[src/rtl/sapalu_pkg.sv]
// shared types, opcode codes and the lane arithmetic function for the add/sub alu
`timescale 1ns / 1ps

package sapalu_pkg;

  localparam int OpcodeWidth = 5;
  localparam int HalfWidth   = 64;
  localparam int ImmWidth    = 16;
  localparam int LaneMax     = 32;

  typedef enum logic [OpcodeWidth-1:0] {
    OP_ADD    = 5'd0,
    OP_ADDI   = 5'd1,
    OP_ADDIU  = 5'd2,
    OP_ADDU   = 5'd3,
    OP_DADD   = 5'd4,
    OP_DADDI  = 5'd5,
    OP_DADDIU = 5'd6,
    OP_DADDU  = 5'd7,
    OP_DSUB   = 5'd8,
    OP_DSUBU  = 5'd9,
    OP_SUB    = 5'd10,
    OP_SUBU   = 5'd11,
    OP_PADDB  = 5'd12,
    OP_PADDH  = 5'd13,
    OP_PADDSB = 5'd14,
    OP_PADDSH = 5'd15,
    OP_PADDSW = 5'd16,
    OP_PADDUB = 5'd17,
    OP_PADDUH = 5'd18,
    OP_PADDUW = 5'd19,
    OP_PADDW  = 5'd20,
    OP_PADSBH = 5'd21,
    OP_PSUBB  = 5'd22,
    OP_PSUBH  = 5'd23,
    OP_PSUBSB = 5'd24,
    OP_PSUBSH = 5'd25,
    OP_PSUBSW = 5'd26,
    OP_PSUBUB = 5'd27,
    OP_PSUBUH = 5'd28,
    OP_PSUBUW = 5'd29,
    OP_PSUBW  = 5'd30
  } opcode_t;

  typedef enum logic [2:0] {
    KIND_WRAP_ADD,
    KIND_WRAP_SUB,
    KIND_SS_ADD,
    KIND_SS_SUB,
    KIND_US_ADD,
    KIND_US_SUB
  } lane_kind_t;

  typedef enum logic [1:0] {
    LW_8,
    LW_16,
    LW_32
  } lane_width_t;

  typedef struct packed {
    logic        is_scalar;
    logic        is_packed;
    logic        wide;
    logic        sub;
    logic        traps;
    logic        use_imm;
    lane_width_t width;
    lane_kind_t  kind_low;
    lane_kind_t  kind_high;
  } ctrl_t;

  // operands arrive left-aligned in 32 bits with zeros below the lane, so the
  // carry, borrow and sign bits all sit at the top and one function serves
  // every lane width; the result comes back left-aligned as well
  function automatic logic [LaneMax-1:0] lane_calc(input logic [LaneMax-1:0] a,
                                                   input logic [LaneMax-1:0] b,
                                                   input lane_kind_t kind);
    logic [LaneMax:0]   sum;
    logic [LaneMax:0]   diff;
    logic               sovf_add;
    logic               sovf_sub;
    logic [LaneMax-1:0] sat_s;
    logic [LaneMax-1:0] r;
    sum      = {1'b0, a} + {1'b0, b};
    diff     = {1'b0, a} - {1'b0, b};
    sovf_add = (a[LaneMax-1] == b[LaneMax-1]) && (sum[LaneMax-1] != a[LaneMax-1]);
    sovf_sub = (a[LaneMax-1] != b[LaneMax-1]) && (diff[LaneMax-1] != a[LaneMax-1]);
    // clamp toward the sign of the first operand
    sat_s    = a[LaneMax-1] ? {1'b1, {(LaneMax-1){1'b0}}} : {1'b0, {(LaneMax-1){1'b1}}};
    unique case (kind)
      KIND_WRAP_ADD: r = sum[LaneMax-1:0];
      KIND_WRAP_SUB: r = diff[LaneMax-1:0];
      KIND_SS_ADD:   r = sovf_add ? sat_s : sum[LaneMax-1:0];
      KIND_SS_SUB:   r = sovf_sub ? sat_s : diff[LaneMax-1:0];
      KIND_US_ADD:   r = sum[LaneMax] ? {LaneMax{1'b1}} : sum[LaneMax-1:0];
      KIND_US_SUB:   r = diff[LaneMax] ? {LaneMax{1'b0}} : diff[LaneMax-1:0];
      default:       r = sum[LaneMax-1:0];
    endcase
    return r;
  endfunction

endpackage

[src/rtl/sapalu_decode.sv]
// opcode decode into the control word for the scalar and packed units
`timescale 1ns / 1ps

module sapalu_decode (
  input  logic [sapalu_pkg::OpcodeWidth-1:0] opcode,
  output sapalu_pkg::ctrl_t                  ctrl
);
  import sapalu_pkg::*;

  always_comb begin
    ctrl           = '0;
    ctrl.width     = LW_8;
    ctrl.kind_low  = KIND_WRAP_ADD;
    ctrl.kind_high = KIND_WRAP_ADD;
    unique case (opcode)
      OP_ADD:    begin ctrl.is_scalar = 1'b1; ctrl.traps = 1'b1; end
      OP_ADDI:   begin ctrl.is_scalar = 1'b1; ctrl.traps = 1'b1; ctrl.use_imm = 1'b1; end
      OP_ADDIU:  begin ctrl.is_scalar = 1'b1; ctrl.use_imm = 1'b1; end
      OP_ADDU:   begin ctrl.is_scalar = 1'b1; end
      OP_DADD:   begin ctrl.is_scalar = 1'b1; ctrl.wide = 1'b1; ctrl.traps = 1'b1; end
      OP_DADDI:  begin
        ctrl.is_scalar = 1'b1; ctrl.wide = 1'b1; ctrl.traps = 1'b1; ctrl.use_imm = 1'b1;
      end
      OP_DADDIU: begin ctrl.is_scalar = 1'b1; ctrl.wide = 1'b1; ctrl.use_imm = 1'b1; end
      OP_DADDU:  begin ctrl.is_scalar = 1'b1; ctrl.wide = 1'b1; end
      OP_DSUB:   begin
        ctrl.is_scalar = 1'b1; ctrl.wide = 1'b1; ctrl.sub = 1'b1; ctrl.traps = 1'b1;
      end
      OP_DSUBU:  begin ctrl.is_scalar = 1'b1; ctrl.wide = 1'b1; ctrl.sub = 1'b1; end
      OP_SUB:    begin ctrl.is_scalar = 1'b1; ctrl.sub = 1'b1; ctrl.traps = 1'b1; end
      OP_SUBU:   begin ctrl.is_scalar = 1'b1; ctrl.sub = 1'b1; end
      OP_PADDB:  begin ctrl.is_packed = 1'b1; ctrl.width = LW_8; end
      OP_PADDH:  begin ctrl.is_packed = 1'b1; ctrl.width = LW_16; end
      OP_PADDSB: begin
        ctrl.is_packed = 1'b1; ctrl.width = LW_8;
        ctrl.kind_low = KIND_SS_ADD; ctrl.kind_high = KIND_SS_ADD;
      end
      OP_PADDSH: begin
        ctrl.is_packed = 1'b1; ctrl.width = LW_16;
        ctrl.kind_low = KIND_SS_ADD; ctrl.kind_high = KIND_SS_ADD;
      end
      OP_PADDSW: begin
        ctrl.is_packed = 1'b1; ctrl.width = LW_32;
        ctrl.kind_low = KIND_SS_ADD; ctrl.kind_high = KIND_SS_ADD;
      end
      OP_PADDUB: begin
        ctrl.is_packed = 1'b1; ctrl.width = LW_8;
        ctrl.kind_low = KIND_US_ADD; ctrl.kind_high = KIND_US_ADD;
      end
      OP_PADDUH: begin
        ctrl.is_packed = 1'b1; ctrl.width = LW_16;
        ctrl.kind_low = KIND_US_ADD; ctrl.kind_high = KIND_US_ADD;
      end
      OP_PADDUW: begin
        ctrl.is_packed = 1'b1; ctrl.width = LW_32;
        ctrl.kind_low = KIND_US_ADD; ctrl.kind_high = KIND_US_ADD;
      end
      OP_PADDW:  begin ctrl.is_packed = 1'b1; ctrl.width = LW_32; end
      // low halfwords subtract, high halfwords add
      OP_PADSBH: begin
        ctrl.is_packed = 1'b1; ctrl.width = LW_16;
        ctrl.kind_low = KIND_WRAP_SUB; ctrl.kind_high = KIND_WRAP_ADD;
      end
      OP_PSUBB:  begin
        ctrl.is_packed = 1'b1; ctrl.width = LW_8;
        ctrl.kind_low = KIND_WRAP_SUB; ctrl.kind_high = KIND_WRAP_SUB;
      end
      OP_PSUBH:  begin
        ctrl.is_packed = 1'b1; ctrl.width = LW_16;
        ctrl.kind_low = KIND_WRAP_SUB; ctrl.kind_high = KIND_WRAP_SUB;
      end
      OP_PSUBSB: begin
        ctrl.is_packed = 1'b1; ctrl.width = LW_8;
        ctrl.kind_low = KIND_SS_SUB; ctrl.kind_high = KIND_SS_SUB;
      end
      OP_PSUBSH: begin
        ctrl.is_packed = 1'b1; ctrl.width = LW_16;
        ctrl.kind_low = KIND_SS_SUB; ctrl.kind_high = KIND_SS_SUB;
      end
      OP_PSUBSW: begin
        ctrl.is_packed = 1'b1; ctrl.width = LW_32;
        ctrl.kind_low = KIND_SS_SUB; ctrl.kind_high = KIND_SS_SUB;
      end
      OP_PSUBUB: begin
        ctrl.is_packed = 1'b1; ctrl.width = LW_8;
        ctrl.kind_low = KIND_US_SUB; ctrl.kind_high = KIND_US_SUB;
      end
      OP_PSUBUH: begin
        ctrl.is_packed = 1'b1; ctrl.width = LW_16;
        ctrl.kind_low = KIND_US_SUB; ctrl.kind_high = KIND_US_SUB;
      end
      OP_PSUBUW: begin
        ctrl.is_packed = 1'b1; ctrl.width = LW_32;
        ctrl.kind_low = KIND_US_SUB; ctrl.kind_high = KIND_US_SUB;
      end
      OP_PSUBW:  begin
        ctrl.is_packed = 1'b1; ctrl.width = LW_32;
        ctrl.kind_low = KIND_WRAP_SUB; ctrl.kind_high = KIND_WRAP_SUB;
      end
      // unused code: no operation, everything stays zero
      default: ;
    endcase
  end

endmodule

[src/rtl/sapalu_scalar.sv]
// scalar 32/64-bit add and subtract with signed overflow trap
`timescale 1ns / 1ps

module sapalu_scalar (
  input  sapalu_pkg::ctrl_t                     ctrl,
  input  logic [sapalu_pkg::HalfWidth-1:0]      a,
  input  logic [sapalu_pkg::HalfWidth-1:0]      b_reg,
  input  logic signed [sapalu_pkg::ImmWidth-1:0] imm,
  output logic [sapalu_pkg::HalfWidth-1:0]      result,
  output logic                                  write_en,
  output logic                                  trap
);
  import sapalu_pkg::*;

  localparam int NarrowMsb = 31;

  logic [HalfWidth-1:0] b;
  logic [HalfWidth-1:0] s;
  logic                 sa;
  logic                 sb;
  logic                 ss;
  logic                 ovf;

  assign b = ctrl.use_imm ? {{(HalfWidth-ImmWidth){imm[ImmWidth-1]}}, imm} : b_reg;
  assign s = ctrl.sub ? (a - b) : (a + b);

  // sign bits at the operation width
  assign sa = ctrl.wide ? a[HalfWidth-1] : a[NarrowMsb];
  assign sb = ctrl.wide ? b[HalfWidth-1] : b[NarrowMsb];
  assign ss = ctrl.wide ? s[HalfWidth-1] : s[NarrowMsb];

  assign ovf = ctrl.sub ? ((sa != sb) && (sa != ss)) : ((sa == sb) && (sa != ss));

  always_comb begin
    trap     = ctrl.traps && ovf;
    write_en = !trap;
    if (trap) begin
      result = '0;
    end else if (ctrl.wide) begin
      result = s;
    end else begin
      result = {{(HalfWidth-NarrowMsb-1){s[NarrowMsb]}}, s[NarrowMsb:0]};
    end
  end

endmodule

[src/rtl/sapalu_packed.sv]
// packed byte, halfword and word lane arithmetic for one 64-bit half
`timescale 1ns / 1ps

module sapalu_packed (
  input  logic [sapalu_pkg::HalfWidth-1:0] x,
  input  logic [sapalu_pkg::HalfWidth-1:0] y,
  input  sapalu_pkg::lane_width_t          width,
  input  sapalu_pkg::lane_kind_t           kind,
  output logic [sapalu_pkg::HalfWidth-1:0] result
);
  import sapalu_pkg::*;

  localparam int Bytes = HalfWidth / 8;
  localparam int Halfs = HalfWidth / 16;
  localparam int Words = HalfWidth / 32;

  logic [HalfWidth-1:0] r8;
  logic [HalfWidth-1:0] r16;
  logic [HalfWidth-1:0] r32;

  for (genvar i = 0; i < Bytes; i++) begin : g_byte
    logic [LaneMax-1:0] t;
    assign t = lane_calc({x[8*i +: 8], {(LaneMax-8){1'b0}}},
                         {y[8*i +: 8], {(LaneMax-8){1'b0}}}, kind);
    assign r8[8*i +: 8] = t[LaneMax-1 -: 8];
  end

  for (genvar i = 0; i < Halfs; i++) begin : g_half
    logic [LaneMax-1:0] t;
    assign t = lane_calc({x[16*i +: 16], {(LaneMax-16){1'b0}}},
                         {y[16*i +: 16], {(LaneMax-16){1'b0}}}, kind);
    assign r16[16*i +: 16] = t[LaneMax-1 -: 16];
  end

  for (genvar i = 0; i < Words; i++) begin : g_word
    assign r32[32*i +: 32] = lane_calc(x[32*i +: 32], y[32*i +: 32], kind);
  end

  always_comb begin
    unique case (width)
      LW_8:    result = r8;
      LW_16:   result = r16;
      LW_32:   result = r32;
      default: result = r8;
    endcase
  end

endmodule

[src/rtl/scalar_and_packed_add_sub_alu_top.sv]
// top level: input register, decode and lane units, result register
//
//  channel  signals                                          direction
//  in       in_valid/in_ready, opcode, first_*, second_*,   in
//           immediate
//  out      out_valid/out_ready, result_*, write_*,          out
//           overflow_trap
//
// one word accepted per cycle while in_ready is high; a result passes from the input register
// through the combinational lane logic into the result register, which sets out_valid
// rst clears both valid flags; payload registers are not reset
// when out_ready is low the result holds, the input register still fills,
// and in_ready drops only once both stages are occupied
`timescale 1ns / 1ps

module scalar_and_packed_add_sub_alu_top (
  input  logic                                   clk,
  input  logic                                   rst,
  input  logic                                   in_valid,
  output logic                                   in_ready,
  input  logic [sapalu_pkg::OpcodeWidth-1:0]     opcode,
  input  logic [sapalu_pkg::HalfWidth-1:0]       first_low,
  input  logic [sapalu_pkg::HalfWidth-1:0]       first_high,
  input  logic [sapalu_pkg::HalfWidth-1:0]       second_low,
  input  logic [sapalu_pkg::HalfWidth-1:0]       second_high,
  input  logic signed [sapalu_pkg::ImmWidth-1:0] immediate,
  output logic                                   out_valid,
  input  logic                                   out_ready,
  output logic [sapalu_pkg::HalfWidth-1:0]       result_low,
  output logic [sapalu_pkg::HalfWidth-1:0]       result_high,
  output logic                                   write_low,
  output logic                                   write_high,
  output logic                                   overflow_trap
);
  import sapalu_pkg::*;

  // input register
  logic                       in_full;
  logic [OpcodeWidth-1:0]     op_q;
  logic [HalfWidth-1:0]       al_q;
  logic [HalfWidth-1:0]       ah_q;
  logic [HalfWidth-1:0]       bl_q;
  logic [HalfWidth-1:0]       bh_q;
  logic signed [ImmWidth-1:0] imm_q;

  logic                 advance;
  ctrl_t                ctrl;
  logic [HalfWidth-1:0] sc_result;
  logic                 sc_write;
  logic                 sc_trap;
  logic [HalfWidth-1:0] pk_low;
  logic [HalfWidth-1:0] pk_high;

  logic [HalfWidth-1:0] rl_next;
  logic [HalfWidth-1:0] rh_next;
  logic                 wl_next;
  logic                 wh_next;
  logic                 trap_next;

  assign advance  = in_full && (!out_valid || out_ready);
  assign in_ready = !in_full || advance;

  always_ff @(posedge clk) begin
    if (rst) begin
      in_full <= 1'b0;
    end else if (in_ready) begin
      in_full <= in_valid;
    end
    if (in_valid && in_ready) begin
      op_q  <= opcode;
      al_q  <= first_low;
      ah_q  <= first_high;
      bl_q  <= second_low;
      bh_q  <= second_high;
      imm_q <= immediate;
    end
  end

  sapalu_decode u_decode (
    .opcode (op_q),
    .ctrl   (ctrl)
  );

  sapalu_scalar u_scalar (
    .ctrl     (ctrl),
    .a        (al_q),
    .b_reg    (bl_q),
    .imm      (imm_q),
    .result   (sc_result),
    .write_en (sc_write),
    .trap     (sc_trap)
  );

  sapalu_packed u_packed_low (
    .x      (al_q),
    .y      (bl_q),
    .width  (ctrl.width),
    .kind   (ctrl.kind_low),
    .result (pk_low)
  );

  sapalu_packed u_packed_high (
    .x      (ah_q),
    .y      (bh_q),
    .width  (ctrl.width),
    .kind   (ctrl.kind_high),
    .result (pk_high)
  );

  always_comb begin
    rl_next   = '0;
    rh_next   = '0;
    wl_next   = 1'b0;
    wh_next   = 1'b0;
    trap_next = 1'b0;
    if (ctrl.is_scalar) begin
      rl_next   = sc_result;
      wl_next   = sc_write;
      trap_next = sc_trap;
    end else if (ctrl.is_packed) begin
      rl_next = pk_low;
      rh_next = pk_high;
      wl_next = 1'b1;
      wh_next = 1'b1;
    end
  end

  // result register
  always_ff @(posedge clk) begin
    if (rst) begin
      out_valid <= 1'b0;
    end else if (advance) begin
      out_valid <= 1'b1;
    end else if (out_ready) begin
      out_valid <= 1'b0;
    end
    if (advance) begin
      result_low    <= rl_next;
      result_high   <= rh_next;
      write_low     <= wl_next;
      write_high    <= wh_next;
      overflow_trap <= trap_next;
    end
  end

endmodule

[config.mk]
export PLATFORM = sky130hd
export DESIGN_NAME = scalar_and_packed_add_sub_alu_top
export DESIGN_NICKNAME = d
export VERILOG_FILES = /design/src/rtl/sapalu_pkg.sv /design/src/rtl/sapalu_decode.sv /design/src/rtl/sapalu_scalar.sv /design/src/rtl/sapalu_packed.sv /design/src/rtl/scalar_and_packed_add_sub_alu_top.sv
export SDC_FILE = /design/constraint.sdc
export NUM_CORES = 2
export LEC_CHECK = 0
export BUFFER_PORTS_ARGS = -buffer_cell sky130_fd_sc_hd__buf_2
export CAP_MARGIN = 20
export CELL_PAD_IN_SITES_DETAIL_PLACEMENT = 1
export CELL_PAD_IN_SITES_GLOBAL_PLACEMENT = 1
export CORE_UTILIZATION = 50
export CTS_CLUSTER_DIAMETER = 120
export DETAILED_ROUTE_END_ITERATION = 8
export PLACE_DENSITY_LB_ADDON = 0.1
export SYNTH_ARGS = -nofsm -noshare
export SYNTH_HDL_FRONTEND = slang
export SYNTH_SLANG_ARGS = --single-unit
[constraint.sdc]
create_clock -name clk -period 13.35 [get_ports clk]
set_input_delay 1.335 -clock clk [delete_from_list [all_inputs] [get_ports clk]]
set_output_delay 1.335 -clock clk [all_outputs]
set_load 0.01 [all_outputs]
==> flow_summary.yaml <==
clock_tree:
  clock_latency_ns: 0.69
  htree_levels: 2
  cts_buffers: 52
  clock_sinks: 410
  cts_tree: "done"
  ctsResizeCount: 0
  clk_path_buf_depth: 3
  post-cts-setup-buffers: 0
  cts_hold_buf: 0
  cts-root-buf: "clkbuf_16"
  path_clk_slew_ns: 0.06
finish:
  instances_no_fill: 8395
  post_route_cells_drive_above_1_share_pct: 10.1
  final_common_cell: "a21oi_1"
  fillers: 12800
  synthToLayoutAreaGrowth_pct: 9.24
  nets: 7686
  final_cell_mix: "a21oi_1 (919), o21ai_0 (664), nor2_1 (597)"
detailed_routing:
  dr.pass1.iters: 7
  vias_per_cell: 7.42
  num_vias: 62300
  wl_per_cell_um: 32.3
  antenna_left: 0
  drc: 0
  routed_wl_mm: 271
  drtIter0Drc: 9145
setup_path:
  r2r_cells: 27
  startpoint: "op_q[1]"
  regToRegSetupSlack_ns: 4.08
  r2r-end: "result_low[13]"
  crit_arrival_ns: 9.67
  reg2reg_from: "op_q[1]"
  crit_path_max_incr_delay_ns: 0.86
  crit_slowest_cell: "edfxtp_1"
  crit_fanout: 41
  crit_path_start_kind: "flip-flop"
  end_kind: "flip-flop"
  worstPathRequired_ns: 13.75
  setup.worst_path.end: "result_low[13]"
  critical_path_class: "flip-flop to flip-flop"
synthesis:
  synth.ff_latch_count: 410
  synth_area_um2: 51900
  synthCells: 6834
  yosys_warnings: 0
  ys_types: 96
  synth-seq-area-share_pct: 23.7
  syn_nets: 7533
  synth_edf_count: 408
  syn_area_per_cell_um2: 7.60
  async_reset_ff_share_pct: 0
  synth_ff_type: "edfxtp_1"
placed_design:
  placed_cells: 8300
  place_congestion: 1.05
  port_buffers: 413
  hpwlAfterDp_mm: 201
global_route:
  grt_use_met3_pct: 17.4
  top_usage_layer: "met2"
  grt_util_met1_pct: 63.2
  grt_overflow: 0
  grt_pass1_wl_mm: 394
  antenna_found_initial: 18
  grt_usage_pct: 49.6
  grtUsageMet2_pct: 71.3
  grt_max_degree: 132
  grt_pass1_vias: 61000
power_and_ir_drop:
  ir_drop_mv: 0.129
  power_density_nw_per_um2: 112
  p_leak_uw: 0.0226
timing:
  finalHoldViolCount: 0
  rsz0062_at_grt: "no"
  setup-violations-final: 0
  finalSetupTns_ns: 0
  period_share_pct: 69.4
  slew_viol_final: 0
  max_freq_mhz: 108
  tightest_slew_ns: 1.26
  relSlewSlack_pct: 15.2
  clock_skew_ns: 0.0411
  layout_min_cycle_time_ns: 9.27
job:
  drv_cap: 0
outcome:
  status: "complete, no violations"
floorplanning:
  io_pins: 414
  fp.dieW_um: 324
  rows: 117
  fp.coreArea_um2: 102000
  start_util_pct: 50.8
  die_height_um: 324
  fp.dieArea_um2: 105000
worst_hold_path:
  hold_path_class: "flip-flop to flip-flop"
[report_power, final]
group          total [µW]  switching, µW  internal [µW]
clock network        1470            649            817
registers            1670            116           1550
logic                3240           2230           1010
[how the worst min path moves through the flow]
stage	startpoint	to	slack, ns	cells past startpoint
after floorplan	in_full	out_valid	0.48	2
after global placement	in_full	out_valid	0.51	2
after detailed placement	in_full	out_valid	0.55	2
after CTS	in_full	out_valid	0.56	2
after global routing	in_full	out_valid	0.61	2
final	in_full	out_valid	0.56	2
[worst max-delay path, delay by kind of cell, from the launching register on]
family / cells / cell delay [ns]
buf+inv: 3 / 0.84
xor+xnor: 2 / 0.87
mux: 2 / 0.88
simple gates: 12 / 3.14
fa+ha+maj: 2 / 0.58
flops: 1 / 0.86
compound gates: 6 / 1.77
[registers in the layout, indices dropped and copies added (netlist names)]
register       flops
write_low          1
imm_q             16
overflow_trap      1
out_valid          1
al_q              64
op_q               5
result_high       64
bl_q              64
bh_q              64
in_full            1
result_low        64
ah_q              64
write_high         1
[cell type report]
type / count / area, µm² / area share (%)
clock buffers: 63 / 1360 / 2.40
well taps: 1368 / 1710 / 3.02
multi-input cells: 5610 / 36700 / 64.7
repair buffers: 516 / 2880 / 5.07
flip-flops and latches: 410 / 12300 / 21.7
clock inverters: 26 / 269 / 0.474
inverters: 397 / 1490 / 2.63
diodes: 5 / 12.5 / 0.0221
[stage by stage]
stage | setup WS (ns) | area [µm²] | hold WS, ns | power, µW | utilization, %
after floorplan | 4.82 | 51900 | 0.478 | 3600 | -
after global placement | 4.85 | 55100 | 0.508 | 4600 | 53.8
after detailed placement | 4.44 | 55100 | 0.551 | 4690 | 53.8
after CTS | 4.29 | 56700 | 0.563 | 6160 | 55.4
after global routing | 3.80 | 56700 | 0.612 | 6520 | 55.4
final | 4.08 | 56700 | 0.564 | 6370 | 55.4
[cells by family (layout without fill, tap and decap cells)]
kind of cell	after synthesis	in the layout	share of synthesized area, %
buffers and inverters	814	1002	5.96
XOR/XNOR	456	456	7.70
AO/OA/AOI/OAI	2832	2832	34.3
multiplexers	10	10	0.193
AND/OR/NAND/NOR	1894	1894	16.9
adder cells (fa/ha/maj)	418	418	11.3
flip-flops	410	410	23.7
other	0	5	0
[routing by layer]
metal,up-vias,share of wire [%]
li1,25700,-
met1,30000,38
met2,5134,41
met3,1366,15
met4,22,7.3
met5,-,0.058
[synthesized netlist by cell type, types with 24 or more instances]
master,instances,area share (%)
a221o_1,28,0.54
inv_1,369,2.7
xnor2_1,347,5.9
fa_1,84,3.2
o22ai_1,110,1.3
o211ai_1,59,0.85
buf_1,39,0.28
nand3_1,123,1.2
a2111oi_0,24,0.40
nor2b_1,59,0.71
or2_2,30,0.36
xor2_1,108,1.8
nor2_1,604,4.4
and2_1,48,0.58
o221ai_1,68,1.1
a211o_1,33,0.56
o31ai_1,75,1.1
nand4_1,74,0.89
nor3_1,125,1.2
o21ai_0,665,6.4
a21oi_1,919,8.9
ha_1,334,8.0
o21bai_1,97,1.4
or4_1,30,0.43
o21a_1,44,0.64
clkbuf_1,353,2.6
o2111ai_1,30,0.51
a21o_1,155,2.2
a221oi_1,104,1.8
a31oi_1,88,1.1
edfxtp_1,408,24
a22oi_1,28,0.40
and3_1,41,0.49
a211oi_1,68,0.98
nand2_1,552,4.0
or3_1,34,0.41
nor4_1,81,0.98
nand2b_1,49,0.59
Note: power is estimated with default switching activity, not from simulation.
